## src/hw/rtl/calendar_to_millisecond_timestamp_unit_macros.svh

```systemverilog
// assertion macros shared by the calendar to timestamp rtl
`ifndef CALENDAR_TO_MILLISECOND_TIMESTAMP_UNIT_MACROS_SVH
`define CALENDAR_TO_MILLISECOND_TIMESTAMP_UNIT_MACROS_SVH

// same-cycle implication, checked outside reset
`define CTTU_ASSERT_IMPL(name, ante, cons, msg) \
    name: assert property (@(posedge i_clk) disable iff (!i_rst_n) (ante) |-> (cons)) \
        else $error(msg);

// next-cycle implication, checked outside reset
`define CTTU_ASSERT_NEXT(name, ante, cons, msg) \
    name: assert property (@(posedge i_clk) disable iff (!i_rst_n) (ante) |=> (cons)) \
        else $error(msg);

`endif

```

## src/hw/rtl/cttu_pkg.sv

```systemverilog
// package: field widths, tdata layout, calendar constants and month table
`default_nettype none

package cttu_pkg;

    localparam int YIC_W    = 7;
    localparam int MONTH_W  = 4;
    localparam int DAY_W    = 5;
    localparam int HOUR_W   = 5;
    localparam int MIN_W    = 6;
    localparam int SEC_W    = 6;
    localparam int MS_W     = 10;
    localparam int STAMP_W  = 42;

    localparam int IN_FIELDS_W = YIC_W + MONTH_W + DAY_W + HOUR_W + MIN_W + SEC_W + MS_W;
    localparam int IN_TDATA_W  = ((IN_FIELDS_W + 7) / 8) * 8;
    localparam int OUT_TDATA_W = ((STAMP_W + 7) / 8) * 8;

    // input tdata offsets, first field lowest
    localparam int YIC_LSB   = 0;
    localparam int MONTH_LSB = YIC_LSB + YIC_W;
    localparam int DAY_LSB   = MONTH_LSB + MONTH_W;
    localparam int HOUR_LSB  = DAY_LSB + DAY_W;
    localparam int MIN_LSB   = HOUR_LSB + HOUR_W;
    localparam int SEC_LSB   = MIN_LSB + MIN_W;
    localparam int MS_LSB    = SEC_LSB + SEC_W;

    // calendar constants
    localparam int EPOCH_YIC          = 10;
    localparam int CENTURY_YIC        = 100;
    localparam int LEAPS_BEFORE_EPOCH = EPOCH_YIC / 4;
    localparam int DAYS_PER_YEAR      = 365;
    localparam int FEB_MONTH          = 2;
    localparam int LAST_MONTH         = 12;
    localparam int HOURS_PER_DAY      = 24;
    localparam int MINS_PER_HOUR      = 60;
    localparam int SECS_PER_MIN       = 60;
    localparam int MS_PER_SEC         = 1000;

    // accumulator widths, sized for the largest reachable value
    localparam int YDAYS_W = 16;
    localparam int MDAYS_W = 9;
    localparam int LEAP_W  = 5;
    localparam int DAYS_W  = 16;
    localparam int HOURS_W = 21;
    localparam int MINS_W  = 27;
    localparam int SECS_W  = 33;

    typedef enum logic [MONTH_W-1:0] {
        M_NONE = 4'd0,
        M_JAN  = 4'd1,
        M_FEB  = 4'd2,
        M_MAR  = 4'd3,
        M_APR  = 4'd4,
        M_MAY  = 4'd5,
        M_JUN  = 4'd6,
        M_JUL  = 4'd7,
        M_AUG  = 4'd8,
        M_SEP  = 4'd9,
        M_OCT  = 4'd10,
        M_NOV  = 4'd11,
        M_DEC  = 4'd12
    } t_month;

    // addends that ride behind the day count, millis lowest
    typedef struct packed {
        logic              bad;
        logic [HOUR_W-1:0] hours;
        logic [MIN_W-1:0]  minutes;
        logic [SEC_W-1:0]  seconds;
        logic [MS_W-1:0]   millis;
    } t_side;

    localparam int SIDE_W = $bits(t_side);

    // days of the months before this one, common year
    function automatic logic [MDAYS_W-1:0] month_start(input logic [MONTH_W-1:0] mon);
        logic [MDAYS_W-1:0] d;
        d = '0;
        unique case (mon)
            M_JAN:   d = 9'd0;
            M_FEB:   d = 9'd31;
            M_MAR:   d = 9'd59;
            M_APR:   d = 9'd90;
            M_MAY:   d = 9'd120;
            M_JUN:   d = 9'd151;
            M_JUL:   d = 9'd181;
            M_AUG:   d = 9'd212;
            M_SEP:   d = 9'd243;
            M_OCT:   d = 9'd273;
            M_NOV:   d = 9'd304;
            M_DEC:   d = 9'd334;
            default: d = '0;
        endcase
        return d;
    endfunction

endpackage

`default_nettype wire

```

## src/hw/rtl/cttu_front.sv

```systemverilog
// first stage: unpack the transaction, year days and day-of-year offset
`default_nettype none

module cttu_front (
    input  logic                               i_clk,
    input  logic                               i_rst_n,
    input  logic                               i_valid,
    output logic                               o_ready,
    input  logic [cttu_pkg::IN_TDATA_W-1:0]    i_data,
    output logic                               o_valid,
    input  logic                               i_ready,
    output logic [cttu_pkg::YDAYS_W-1:0]       o_year_days,
    output logic [cttu_pkg::MDAYS_W-1:0]       o_month_days,
    output cttu_pkg::t_side                    o_side
);
    import cttu_pkg::*;

    `include "calendar_to_millisecond_timestamp_unit_macros.svh"

    logic [YIC_W-1:0]   w_yic;
    logic [MONTH_W-1:0] w_month;
    logic [DAY_W-1:0]   w_day;
    logic [YIC_W-1:0]   w_yic_m1;
    logic [YIC_W-1:0]   w_years;
    logic [LEAP_W-1:0]  w_leaps;
    logic               w_after_epoch;
    logic               w_leap_now;
    logic               w_bad;

    logic [YDAYS_W-1:0] n_year_days;
    logic [MDAYS_W-1:0] n_month_days;
    t_side              n_side;

    logic               r_valid;
    logic [YDAYS_W-1:0] r_year_days;
    logic [MDAYS_W-1:0] r_month_days;
    t_side              r_side;

    assign w_yic   = i_data[YIC_LSB +: YIC_W];
    assign w_month = i_data[MONTH_LSB +: MONTH_W];
    assign w_day   = i_data[DAY_LSB +: DAY_W];

    always_comb begin
        w_bad         = (w_month == M_NONE) || (w_month > MONTH_W'(LAST_MONTH));
        w_after_epoch = w_yic > YIC_W'(EPOCH_YIC);
        w_yic_m1      = w_yic - YIC_W'(1);
        w_years       = w_after_epoch ? (w_yic - YIC_W'(EPOCH_YIC)) : '0;
        // leap years from the epoch up to last year; the century year is common
        w_leaps       = w_after_epoch
                      ? (LEAP_W'(w_yic_m1[YIC_W-1:2]) - LEAP_W'(LEAPS_BEFORE_EPOCH)
                         - LEAP_W'(w_yic > YIC_W'(CENTURY_YIC)))
                      : '0;
        w_leap_now    = (w_yic[1:0] == 2'b00) && (w_yic != YIC_W'(CENTURY_YIC));

        n_year_days   = YDAYS_W'(w_years) * YDAYS_W'(DAYS_PER_YEAR) + YDAYS_W'(w_leaps);
        n_month_days  = month_start(w_month)
                      + MDAYS_W'(w_leap_now && (w_month > MONTH_W'(FEB_MONTH)))
                      + MDAYS_W'(w_day);

        n_side.bad     = w_bad;
        n_side.hours   = i_data[HOUR_LSB +: HOUR_W];
        n_side.minutes = i_data[MIN_LSB +: MIN_W];
        n_side.seconds = i_data[SEC_LSB +: SEC_W];
        n_side.millis  = i_data[MS_LSB +: MS_W];

        // an invalid month flushes every addend so the chain yields zero
        if (w_bad) begin
            n_year_days    = '0;
            n_month_days   = '0;
            n_side.hours   = '0;
            n_side.minutes = '0;
            n_side.seconds = '0;
            n_side.millis  = '0;
        end
    end

    assign o_ready = !r_valid || i_ready;

    always_ff @(posedge i_clk) begin
        if (!i_rst_n) begin
            r_valid <= 1'b0;
        end else if (o_ready) begin
            r_valid <= i_valid;
        end
    end

    always_ff @(posedge i_clk) begin
        if (o_ready && i_valid) begin
            r_year_days  <= n_year_days;
            r_month_days <= n_month_days;
            r_side       <= n_side;
        end
    end

    assign o_valid      = r_valid;
    assign o_year_days  = r_year_days;
    assign o_month_days = r_month_days;
    assign o_side       = r_side;

    `CTTU_ASSERT_IMPL(a_bad_flushes, r_valid && r_side.bad,
        r_year_days == '0 && r_month_days == '0 && r_side.hours == '0
        && r_side.minutes == '0 && r_side.seconds == '0 && r_side.millis == '0,
        "bad month left a non-zero addend")

endmodule

`default_nettype wire

```

## src/hw/rtl/cttu_mul_add.sv

```systemverilog
// one pipeline stage: acc * factor + addend, with pass-along side bits
`default_nettype none

module cttu_mul_add #(
    parameter int IN_W   = 16,
    parameter int ADD_W  = 9,
    parameter int SIDE_W = 1,
    parameter int OUT_W  = 21,
    parameter int FACTOR = 24
) (
    input  logic              i_clk,
    input  logic              i_rst_n,
    input  logic              i_valid,
    output logic              o_ready,
    input  logic [IN_W-1:0]   i_acc,
    input  logic [ADD_W-1:0]  i_add,
    input  logic [SIDE_W-1:0] i_side,
    output logic              o_valid,
    input  logic              i_ready,
    output logic [OUT_W-1:0]  o_acc,
    output logic [SIDE_W-1:0] o_side
);
    `include "calendar_to_millisecond_timestamp_unit_macros.svh"

    logic [OUT_W-1:0]  n_acc;
    logic              r_valid;
    logic [OUT_W-1:0]  r_acc;
    logic [SIDE_W-1:0] r_side;

    // constant factor, synthesis folds it into shifts and adds
    assign n_acc   = OUT_W'(i_acc) * OUT_W'(FACTOR) + OUT_W'(i_add);
    assign o_ready = !r_valid || i_ready;

    always_ff @(posedge i_clk) begin
        if (!i_rst_n) begin
            r_valid <= 1'b0;
        end else if (o_ready) begin
            r_valid <= i_valid;
        end
    end

    always_ff @(posedge i_clk) begin
        if (o_ready && i_valid) begin
            r_acc  <= n_acc;
            r_side <= i_side;
        end
    end

    assign o_valid = r_valid;
    assign o_acc   = r_acc;
    assign o_side  = r_side;

    `CTTU_ASSERT_NEXT(a_take_lands, i_valid && o_ready, o_valid,
        "accepted transaction did not reach the stage register")

endmodule

`default_nettype wire

```

## src/hw/rtl/calendar_to_millisecond_timestamp_unit.sv

```systemverilog
// throughput: one transaction per cycle while i_m_tready is high, stages advance independently on back-pressure
// stages: calendar lookup, day sum, then x24, x60, x60 and x1000 multiply-add steps
// reset: synchronous active-low, clears the stage valid bits only
`default_nettype none

module calendar_to_millisecond_timestamp_unit (
    input  logic                              i_clk,
    input  logic                              i_rst_n,
    // year_in_century, month, day_of_month, hours, minutes, seconds, milliseconds
    input  logic [cttu_pkg::IN_TDATA_W-1:0]   i_s_tdata,
    input  logic                              i_s_tvalid,
    output logic                              o_s_tready,
    // stamp_ms
    output logic [cttu_pkg::OUT_TDATA_W-1:0]  o_m_tdata,
    // bad_month
    output logic                              o_m_tuser,
    output logic                              o_m_tvalid,
    input  logic                              i_m_tready
);
    import cttu_pkg::*;

    `include "calendar_to_millisecond_timestamp_unit_macros.svh"

    localparam int S2_SIDE_W = 1 + MIN_W + SEC_W + MS_W;
    localparam int S3_SIDE_W = 1 + SEC_W + MS_W;
    localparam int S4_SIDE_W = 1 + MS_W;
    localparam int S5_SIDE_W = 1;

    logic               w_f_valid, w_f_ready;
    logic [YDAYS_W-1:0] w_f_year_days;
    logic [MDAYS_W-1:0] w_f_month_days;
    t_side              w_f_side;

    logic               w_d_valid, w_d_ready;
    logic [DAYS_W-1:0]  w_d_acc;
    t_side              w_d_side;

    logic                 w_h_valid, w_h_ready;
    logic [HOURS_W-1:0]   w_h_acc;
    logic [S2_SIDE_W-1:0] w_h_side;

    logic                 w_n_valid, w_n_ready;
    logic [MINS_W-1:0]    w_n_acc;
    logic [S3_SIDE_W-1:0] w_n_side;

    logic                 w_c_valid, w_c_ready;
    logic [SECS_W-1:0]    w_c_acc;
    logic [S4_SIDE_W-1:0] w_c_side;

    logic [STAMP_W-1:0]   w_stamp;
    logic [S5_SIDE_W-1:0] w_m_side;

    cttu_front u_front (
        .i_clk        (i_clk),
        .i_rst_n      (i_rst_n),
        .i_valid      (i_s_tvalid),
        .o_ready      (o_s_tready),
        .i_data       (i_s_tdata),
        .o_valid      (w_f_valid),
        .i_ready      (w_f_ready),
        .o_year_days  (w_f_year_days),
        .o_month_days (w_f_month_days),
        .o_side       (w_f_side)
    );

    // total days: year days plus day of year
    cttu_mul_add #(
        .IN_W (YDAYS_W), .ADD_W (MDAYS_W), .SIDE_W (SIDE_W), .OUT_W (DAYS_W), .FACTOR (1)
    ) u_days (
        .i_clk   (i_clk),
        .i_rst_n (i_rst_n),
        .i_valid (w_f_valid),
        .o_ready (w_f_ready),
        .i_acc   (w_f_year_days),
        .i_add   (w_f_month_days),
        .i_side  (w_f_side),
        .o_valid (w_d_valid),
        .i_ready (w_d_ready),
        .o_acc   (w_d_acc),
        .o_side  (w_d_side)
    );

    cttu_mul_add #(
        .IN_W (DAYS_W), .ADD_W (HOUR_W), .SIDE_W (S2_SIDE_W), .OUT_W (HOURS_W),
        .FACTOR (HOURS_PER_DAY)
    ) u_hours (
        .i_clk   (i_clk),
        .i_rst_n (i_rst_n),
        .i_valid (w_d_valid),
        .o_ready (w_d_ready),
        .i_acc   (w_d_acc),
        .i_add   (w_d_side.hours),
        .i_side  ({w_d_side.bad, w_d_side.minutes, w_d_side.seconds, w_d_side.millis}),
        .o_valid (w_h_valid),
        .i_ready (w_h_ready),
        .o_acc   (w_h_acc),
        .o_side  (w_h_side)
    );

    cttu_mul_add #(
        .IN_W (HOURS_W), .ADD_W (MIN_W), .SIDE_W (S3_SIDE_W), .OUT_W (MINS_W),
        .FACTOR (MINS_PER_HOUR)
    ) u_mins (
        .i_clk   (i_clk),
        .i_rst_n (i_rst_n),
        .i_valid (w_h_valid),
        .o_ready (w_h_ready),
        .i_acc   (w_h_acc),
        .i_add   (w_h_side[SEC_W+MS_W +: MIN_W]),
        .i_side  ({w_h_side[S2_SIDE_W-1], w_h_side[SEC_W+MS_W-1:0]}),
        .o_valid (w_n_valid),
        .i_ready (w_n_ready),
        .o_acc   (w_n_acc),
        .o_side  (w_n_side)
    );

    cttu_mul_add #(
        .IN_W (MINS_W), .ADD_W (SEC_W), .SIDE_W (S4_SIDE_W), .OUT_W (SECS_W),
        .FACTOR (SECS_PER_MIN)
    ) u_secs (
        .i_clk   (i_clk),
        .i_rst_n (i_rst_n),
        .i_valid (w_n_valid),
        .o_ready (w_n_ready),
        .i_acc   (w_n_acc),
        .i_add   (w_n_side[MS_W +: SEC_W]),
        .i_side  ({w_n_side[S3_SIDE_W-1], w_n_side[MS_W-1:0]}),
        .o_valid (w_c_valid),
        .i_ready (w_c_ready),
        .o_acc   (w_c_acc),
        .o_side  (w_c_side)
    );

    // last stage register doubles as the output register
    cttu_mul_add #(
        .IN_W (SECS_W), .ADD_W (MS_W), .SIDE_W (S5_SIDE_W), .OUT_W (STAMP_W),
        .FACTOR (MS_PER_SEC)
    ) u_millis (
        .i_clk   (i_clk),
        .i_rst_n (i_rst_n),
        .i_valid (w_c_valid),
        .o_ready (w_c_ready),
        .i_acc   (w_c_acc),
        .i_add   (w_c_side[MS_W-1:0]),
        .i_side  (w_c_side[S4_SIDE_W-1 -: S5_SIDE_W]),
        .o_valid (o_m_tvalid),
        .i_ready (i_m_tready),
        .o_acc   (w_stamp),
        .o_side  (w_m_side)
    );

    assign o_m_tdata = OUT_TDATA_W'(w_stamp);
    assign o_m_tuser = w_m_side[0];

    `CTTU_ASSERT_IMPL(a_bad_gives_zero, o_m_tvalid && o_m_tuser, o_m_tdata == '0,
        "bad month produced a non-zero stamp")
    `CTTU_ASSERT_IMPL(a_free_output_frees_input, !o_m_tvalid || i_m_tready, o_s_tready,
        "input stalled although the output side can drain")

endmodule

`default_nettype wire

```

## config.mk

```make
export PLATFORM = sky130hd
export DESIGN_NAME = calendar_to_millisecond_timestamp_unit
export DESIGN_NICKNAME = d
export VERILOG_FILES = /design/src/hw/rtl/cttu_pkg.sv /design/src/hw/rtl/cttu_front.sv /design/src/hw/rtl/cttu_mul_add.sv /design/src/hw/rtl/calendar_to_millisecond_timestamp_unit.sv
export VERILOG_INCLUDE_DIRS = /design/src /design/src/hw/rtl
export SDC_FILE = /design/constraint.sdc
export NUM_CORES = 1
export LEC_CHECK = 0
export CELL_PAD_IN_SITES_DETAIL_PLACEMENT = 1
export CELL_PAD_IN_SITES_GLOBAL_PLACEMENT = 2
export CORE_AREA = 2 2 261 263
export CTS_CLUSTER_SIZE = 28
export DETAILED_ROUTE_END_ITERATION = 10
export DIE_AREA = 0 0 263 265
export DONT_BUFFER_PORTS = 1
export PLACE_DENSITY = 0.84
export SLEW_MARGIN = 20
export SYNTH_ARGS = -nofsm -noshare
export SYNTH_HDL_FRONTEND = slang
export SYNTH_HIERARCHICAL = 1
export SYNTH_SLANG_ARGS = --single-unit
```

## constraint.sdc

```tcl
create_clock -name i_clk -period 5.5 [get_ports i_clk]
set_clock_uncertainty 0.05 [all_clocks]
set_input_delay 0.825 -clock i_clk [delete_from_list [all_inputs] [get_ports i_clk]]
set_output_delay 0.825 -clock i_clk [all_outputs]
set_load 0.02 [all_outputs]
```

### After elaboration in Yosys (flattened, before gate mapping)

Memory sizes are Yosys's and may differ from the RTL's.
Cells that the tools add are included.

* ROM bits: 144
* output and inout port bits: 51
* input port bits: 52
* flip-flop bits (word level): 278
* memories: 1

Memory list
* (name not given): depth 16, width 9, read ports 1, clocked after Yosys merged registers in 0, write ports 0, line cttu_pkg.sv:80 `unique case (mon)`

* reductions and logical operators: 23
* equal/unequal tests: 1
* multiplexer cells: 2
* order comparisons: 4
* $mul: 5
* add/subtract/negate cells: 12

Operators by type and width (count)
* adder 42 x 10 -> 42 bit: 1
* multiplier 33 x 7 -> 39 bit, second input constant: 1
* adder 33 x 6 -> 33 bit: 1
* multiplier 27 x 4 -> 31 bit, second input constant: 1
* adder 27 x 6 -> 27 bit: 1
* multiplier 21 x 4 -> 25 bit, second input constant: 1
* adder 21 x 5 -> 21 bit: 1
* multiplier 16 x 2 -> 18 bit, second input constant: 1
* adder 16 x 5 -> 16 bit: 1
* adder 16 x 9 -> 16 bit: 1
* multiplier 7 x 9 -> 16 bit, second input constant: 1
* adder 9 x 1 -> 9 bit: 1
* adder 9 x 5 -> 9 bit: 1
* logical AND 1 bit: 8
* > comparator 7 x 4 -> 1 bit, second input constant: 1
* > comparator 7 bit, second input constant: 1
* logical OR 1 bit: 7
* 2-to-1 mux 7 bit: 1
* inequality test 7 bit, second input constant: 1
* subtractor 7 x 1 -> 7 bit, second input constant: 1
* subtractor 7 x 4 -> 7 bit, second input constant: 1
* zero test 1 bit: 6
* 2-to-1 mux 5 bit: 1
* subtractor 5 x 1 -> 5 bit: 1
* 5 further kinds: 5

### Logic depth before layout (Yosys ltp)

Gate-level depths: netlist (run 1).

* depth in word-level cells: 8
* mapped depth: 21
* gate-level depth less buffers: 20

### By module

The synthesis (run 1) kept the hierarchy.

Modules (own cells, without submodules)
* cttu_mul_add at u_millis: instances 1, area each 8121.5 µm², cells an instance 846
* cttu_mul_add at u_secs: instances 1, area each 5034.8 µm², cells an instance 509
* cttu_front: instances 1, area each 4463.0 µm², cells an instance 426
* cttu_mul_add at u_mins: instances 1, area each 4235.3 µm², cells an instance 393
* cttu_mul_add at u_hours: instances 1, area each 2655.0 µm², cells an instance 221
* cttu_mul_add at u_days: instances 1, area each 1875.5 µm², cells an instance 117
* calendar_to_millisecond_timestamp_unit: instances 1, area each 48.8 µm², cells an instance 7

### Worst setup path before layout (run 1)

Ideal clock, no wire load.

* path type: register to register
* start point: reg u_secs.r_acc[5], in the netlist u_secs/o_acc[5]
* end point: reg u_millis.r_acc[41], in the netlist u_millis/o_acc[41], data pin
* stages on the path, launching flop included: 19
* data arrival time: 5.254 ns
* data required time: 5.190 ns
* path slack: -0.064 ns
* setup time: 0.260 ns
* path through: edfxtp_1 -> inv_1 -> fa_1 -> fa_1 -> fa_1 -> fa_1 -> inv_1 -> ha_1 -> buf_2 -> a21oi_1 -> o21ai_0 -> a211oi_1 -> o21ai_2 -> xnor2_1 -> or4_1 -> nor4_2 -> nor3b_4 -> nand4_1 -> xnor2_1

* word-level cells in the longest chain between the ends: 2

Ends and longest elaborated chain
* start: declaration: line cttu_mul_add.sv:27 `logic [OUT_W-1:0] r_acc;`
* start signal: assignment: line cttu_mul_add.sv:44 `r_acc <= n_acc;`
* multiplier 33 x 7 -> 39 bit: line cttu_mul_add.sv:31 `assign n_acc = OUT_W'(i_acc) * OUT_W'(FACTOR) + OUT_W'(i_add);`
* adder 42 x 10 -> 42 bit: line cttu_mul_add.sv:31
* net u_millis.n_acc[41]: line cttu_mul_add.sv:25 `logic [OUT_W-1:0] n_acc;`
* end signal: assignment: line cttu_mul_add.sv:44
* end: declaration: line cttu_mul_add.sv:27

The timed path passes the listed nets, and every way through them passes these cells.
A chain may end at the register's enable or synchronous reset.

### Worst setup path after layout (run 1)

* start point: reg u_secs.r_acc[2], in the netlist u_secs/o_acc[2]
* end point: reg u_millis.r_acc[34], in the netlist u_millis/o_acc[34], data pin

The elaborated chain is that of the path after synthesis.

==> metrics, run 1 <==
Crit. End Element=flop; Clk pin slew, worst setup/hold paths=0.06 ns; Hold Path Stages=0; grt total ovfl=0; H-tree Lvls=2; vias per cell=5.11; # IOs=103; Non-Filler Instances=3627; FMAX=174 MHz; Util after Layout=45.5%; Die Span Y=265 um; ys async rst share=0%; setup slack after layout=-0.238 ns; status=finished with violations; cells along the critical path=buf_6, fa_1, fa_1, inv_1, fa_1, fa_1, inv_2, ha_4, o211a_4, o31ai_4, a311o_1, a211oi_4, buf_4, or3_4, nand4b_1, nor4_4, and3b_2, nand4_1, xnor2_1; CTS tree=built; # rows=95; Skew-Pair Late Insertion Delay=0.54 ns; hold crit path type=flop to flop; sequential fraction of the synthesis area=31.4%; core region area=66800 um2; Critical Path Max Stage Delay=0.53 ns; area grow syn2layout=14.9%; Crit path max-delay family=adder cells; Vias=18500; crit path kind=flop to flop; Register-to-Register Path Depth=19; DP HPWL=50000 um; Slew HR=28.9%; Initial Util=39.6%; critical path required time=5.74 ns; min-delay src=u_front/o_side[2]$_SDFFCE_PP0P_; ratio of cells with drive above 1 in the final layout=14.6%; first-pass GRT wire length=103000 um; GRT Total Usage=17.9%; FF-to-FF Start=u_secs/o_acc[2]$_DFFE_PP_; failing checks=negative setup slack; Setup WS pre-CTS=-0.512 ns; WL per Instance=16.8 um; Final nets=3268; DR DRC count=0; Primary FF master, synth=edfxtp_1; drt first-iter violations=583; Setup crit start kind=flop; GPL Wtd Cong=0.851; Final Critical Period=5.74 ns; Tcrit/Tclk final=104%; Worst path most repeated cell=fa_1; Post-Syn Area=26400 um2; initial antenna violation count=2; Inst Count DP=3549; Routed WL=61000 um; Distinct cells, synth=113; post-route ant nets=0; fillers=7418; RSZ-0062 raised after global routing=true; largest net degree at the start of global routing=46; Slew @ Worst Pin=1.07 ns; final setup violation count=15; Die Area=69700 um2; Post-synth EDFFs=272; synthesized instance count=2519; Final Hold Fails=0; TritonCTS Sinks=278; number of max-cap violations=0; Syn. warnings=6; vias in the first global route=20900; Num CTS Buffers=34; detailed-router iteration count before antenna repair=4; slowest library cell on the worst path=fa_1; CP Buf/Inv Count=4; Avg Cell Area, Syn=10.5 um2; Min-Delay Endpoint=u_days/o_side[2]$_DFFE_PP_; Die W=263 um; Root Buffer=clkbuf_16; r2r endpoint=u_millis/o_acc[34]$_DFFE_PP_; CP arrival=5.98 ns; r2r setup slk=-0.24 ns; post-synthesis register bit count=278; most common cell after layout, fill and taps aside=inv_1; commonest cells after routing, fill and taps aside=399 x inv_1, 272 x edfxtp_1, 243 x ha_1, 239 x fa_1, 216 x buf_4; Critical Path Fanout Max=7; Slew Limit Fails=0; Buffers on Ports=0; clk buf depth=3
-- synth_stat cells, types with 46 or more instances --
library cell    n  share of area, %
nand3_1        46              0.87
inv_1         410               5.8
a21oi_1       138               2.6
and2_1         54               1.3
xnor2_1       137               4.5
fa_1          239                18
ha_1          249                12
edfxtp_1      272                31
o21ai_0        82               1.6
nor2_1        125               1.8
xor2_1         61               2.0
nand2_1       129               1.8
-- what timing repair did --
item | CTS | global route
pin swaps | 28 | 16
gates cloned | 0 | 0
setup buffers | 10 | 7
hold buffers | 0 | 0
setup endpoints to repair | 18 | 20
resized for setup | 38 | 34
-- layer usage --
| metal | wire [um] | track usage, % | vias up |
|---|---|---|---|
| met5 | 0 | 0 | - |
| met4 | 1440 | 4.94 | 0 |
| met3 | 1310 | 2.06 | 74 |
| met2 | 33100 | 35.3 | 189 |
| met1 | 25100 | 20.0 | 9211 |
| li1 | - | - | 9074 |
-- sequential cells by signal, indices dropped and copies added, names as in the netlist, 9 cells and up --
signal	flops
u_millis/o_acc	42
u_secs/o_acc	33
u_days/o_side	28
u_front/o_side	28
u_mins/o_acc	27
u_hours/o_side	23
u_hours/o_acc	21
u_mins/o_side	17
u_days/o_acc	16
u_front/o_year_days	16
u_secs/o_side	11
u_front/o_month_days	9
-- cells by family (layout without fill, tap and decap cells) --
group | after synthesis | after routing | synth area share [%]
other | 1 | 8 | 0.0142
XOR/XNOR | 200 | 200 | 6.68
AND/OR/NAND/NOR | 597 | 597 | 12.4
AO/OA/AOI/OAI | 468 | 468 | 12.0
multiplexers | 19 | 19 | 0.790
buffers and inverters | 467 | 695 | 6.90
adder cells (fa/ha/maj) | 489 | 489 | 29.9
flip-flops | 278 | 278 | 31.4
-- worst max-delay path by stage --
stage | from | endpoint | slack [ns] | cells past startpoint
after floorplan | u_secs/o_acc[5]$_DFFE_PP_ | u_millis/o_acc[41]$_DFFE_PP_ | 0.01 | 18
after global placement | u_secs/o_acc[4]$_DFFE_PP_ | u_millis/o_acc[40]$_DFFE_PP_ | -0.19 | 17
after detailed placement | u_secs/o_acc[2]$_DFFE_PP_ | u_millis/o_acc[34]$_DFFE_PP_ | -0.51 | 17
after CTS | u_secs/o_acc[2]$_DFFE_PP_ | u_millis/o_acc[41]$_DFFE_PP_ | -0.28 | 19
after global routing | u_secs/o_acc[2]$_DFFE_PP_ | u_millis/o_acc[34]$_DFFE_PP_ | -0.45 | 19
final | u_secs/o_acc[2]$_DFFE_PP_ | u_millis/o_acc[34]$_DFFE_PP_ | -0.24 | 19
-- metrics by stage --
step	cell area, um2	hold slack [ns]	TNS, ns
after global routing	30400	0.358	-6.09
after floorplan	26500	0.350	0
after CTS	30200	0.346	-3.09
after detailed placement	28800	0.356	-6.73
after global placement	28800	0.353	-1.96
final	30400	0.359	-2.66
-- final cells by class --
| class | count | area [um2] | area share [%] |
|---|---|---|---|
| repair buffers | 224 | 1710 | 5.64 |
| multi-input cells | 1779 | 16600 | 54.8 |
| flip-flops and latches | 278 | 8290 | 27.3 |
| diodes | 2 | 5.00 | 0.0165 |
| inverters | 411 | 1550 | 5.11 |
| well taps | 873 | 1090 | 3.60 |
| clock inverters | 16 | 168 | 0.552 |
| clock buffers | 44 | 920 | 3.03 |
Power of run 1 is left out: the tool's default activity adds up to more than one toggle a clock period on the data nets, which glitch-free logic cannot reach.
==> run 2: changes to the inputs <==
--- a/config.mk
+++ b/config.mk
@@ -8,13 +8,12 @@
 export LEC_CHECK = 0
 export CELL_PAD_IN_SITES_DETAIL_PLACEMENT = 1
 export CELL_PAD_IN_SITES_GLOBAL_PLACEMENT = 2
-export CORE_AREA = 2 2 261 263
+export CORE_AREA = 2 2 238 240
 export CTS_CLUSTER_SIZE = 28
 export DETAILED_ROUTE_END_ITERATION = 10
-export DIE_AREA = 0 0 263 265
+export DIE_AREA = 0 0 240 242
 export DONT_BUFFER_PORTS = 1
-export PLACE_DENSITY = 0.84
-export SLEW_MARGIN = 20
+export PLACE_DENSITY = 0.94
 export SYNTH_ARGS = -nofsm -noshare
 export SYNTH_HDL_FRONTEND = slang
 export SYNTH_HIERARCHICAL = 1
==> constraint.sdc (replaced) <==
create_clock -name i_clk -period 7.28 [get_ports i_clk]
set_clock_uncertainty 0.05 [all_clocks]
set_input_delay 1.092 -clock i_clk [delete_from_list [all_inputs] [get_ports i_clk]]
set_output_delay 1.092 -clock i_clk [all_outputs]
set_load 0.02 [all_outputs]
==> run 2 against run 1 <==
The flow now finishes without violations. Sequential cell count unchanged. Critical path depth down 2. First-iteration DRC count up 14%. Register-to-register slack better by 1.1 ns. Maximum frequency down 11%. Final cell count down 9.5%. Clock-buffer cell count down 3. Core utilization up 5.3 points. Via count down 2.9%. Sequential share of layout area up 2.0 points. Design area down 6.9%. Routed wire length up 0.32%. Highest routed layer unchanged.
==> metrics, run 2 (synthesis results as in run 1) <==
met3 wire length=1460 um (+11%); Die W=240 um (-8.7%); Top Layer Used=met4; Final Hold Fails=0 (unchanged); Buffers on Ports=0 (unchanged); Skew-Pair Late Insertion Delay=0.57 ns (+0.03 ns); Slew Limit Fails=0 (unchanged); Crit. End Element=flop; Critical Path Fanout Max=7 (unchanged); DR WL met2=33700 um (+1.8%); drt first-iter violations=663 (+14%); number of flip-flops under the largest register name=42 (unchanged); Tcrit/Tclk final=88.1% (-16 points); Slew @ Worst Pin=1.12 ns (+0.0524 ns); core region area=55700 um2 (-17%); area grow syn2layout=6.97%; number of max-cap violations=0 (unchanged); # diodes=0 (-2); Vias=18000 (-2.9%); vias in the first global route=20400 (-2.7%); commonest cells after routing, fill and taps aside=410 x inv_1, 272 x edfxtp_1, 249 x ha_1, 239 x fa_1, 138 x a21oi_1; WL per Instance=18.6 um (+11%); Critical Path Max Stage Delay=0.56 ns (+0.03 ns); FMAX=156 MHz (-11%); post-cts repair resize count=0 (-100%); Initial Util=47.4% (+7.9 points); Clk pin slew, worst setup/hold paths=0.06 ns (about the same); # rows=87 (-8.4%); Metal-1 WL=24400 um (-3.0%); hold-fix buffers at CTS=0 (unchanged); Register-to-Register Path Depth=17 (-2); status=completed; Setup Buffers After CTS=0 (-10); Root Buffer=clkbuf_16; slowest library cell on the worst path=or4_1; Routed WL=61200 um (+0.32%); Setup crit start kind=flop; Slew HR=25.4% (-3.5 points); initial antenna violation count=0 (-2); r2r setup slk=0.86 ns (+1.10 ns); first-pass GRT wire length=103000 um (about the same); final setup violation count=0 (-15); GRT Total Usage=21.9% (+4.0 points); Final Critical Period=6.42 ns (+0.677 ns); Num CTS Buffers=34 (unchanged); fillers=6077 (-18%); CP Launch Point=u_secs/o_acc[4]$_DFFE_PP_; critical path required time=7.53 ns (+1.79 ns); vias per cell=5.48 (+7.3%); largest net degree at the start of global routing=54 (+17%); CTS tree=built; hold crit path type=flop to flop; ratio of cells with drive above 1 in the final layout=4.94% (-9.7 points); clk buf depth=3 (unchanged); RSZ-0062 raised after global routing=false; TritonCTS Sinks=278 (unchanged); detailed-router iteration count before antenna repair=5 (+1); Die Area=58100 um2 (-17%); DP HPWL=50100 um (+0.16%); crit path kind=flop to flop; Die Span Y=242 um (-8.7%); most common cell after layout, fill and taps aside=inv_1; grt total ovfl=0 (unchanged); cells along the critical path=inv_1, fa_1, fa_1, fa_1, fa_1, inv_1, ha_1, a21oi_1, o21ai_0, a211oi_1, o21ai_2, xnor2_1, or4_1, nor4_2, and3b_1, nand4_1, xnor2_1; DR DRC count=0 (unchanged); FF-to-FF Start=u_secs/o_acc[4]$_DFFE_PP_; Hold Path Stages=0 (unchanged); Worst path most repeated cell=fa_1; min-delay src=u_hours/o_side[17]$_DFFE_PP_; GPL Wtd Cong=0.831 (-2.4%); Final nets=3045 (-6.8%); post-route ant nets=0 (unchanged); # IOs=103 (unchanged); CP arrival=6.67 ns (+0.69 ns); total negative slack=0 ns (+2.66 ns); H-tree Lvls=2 (unchanged)
-- run 2: metal layers --
metal	GRT usage (%)	vias to the layer above
li1	-	8645
met4	6.17	0
met3	2.75	101
met5	0	-
met1	24.7	9042
met2	42.6	224
-- run 2: critical path: cells and delay by family, from the launching register on --
family | cells | cell delay, ns
XOR/XNOR | 2 | 0.39
AND/OR/NAND/NOR | 4 | 1.37
flip-flops | 1 | 0.49
AO/OA/AOI/OAI | 4 | 1.13
adder cells (fa/ha/maj) | 5 | 2.43
buffers and inverters | 2 | 0.26
-- run 2: area by class of cell --
cell class | instances | area (um2) | area share, %
clock buffers | 41 | 898 | 3.18
clock inverters | 18 | 239 | 0.845
inverters | 411 | 1550 | 5.47
multi-input cells | 1779 | 16300 | 57.8
flip-flops and latches | 278 | 8290 | 29.3
well taps | 756 | 946 | 3.35
repair buffers | 1 | 7.51 | 0.0265
-- run 2: final timing paths --
check	to
worst max-delay path	u_millis/o_acc[34]$_DFFE_PP_
worst min-delay path	u_mins/o_acc[1]$_DFFE_PP_
worst max register to register	u_millis/o_acc[34]$_DFFE_PP_
worst min register to register	u_mins/o_acc[1]$_DFFE_PP_
-- run 2: metrics by stage --
stage	setup WS, ns	util, %	hold slack (ns)	instances	instance area (um2)
after floorplan	1.67	-	0.350	2524	26500
after global placement	1.06	48.7	0.353	3225	27100
after detailed placement	0.815	48.7	0.356	3225	27100
after CTS	0.796	50.7	0.353	3284	28300
after global routing	0.431	50.7	0.363	3284	28300
final	0.865	50.7	0.360	3284	28300
Power of run 2 is left out for the same reason.
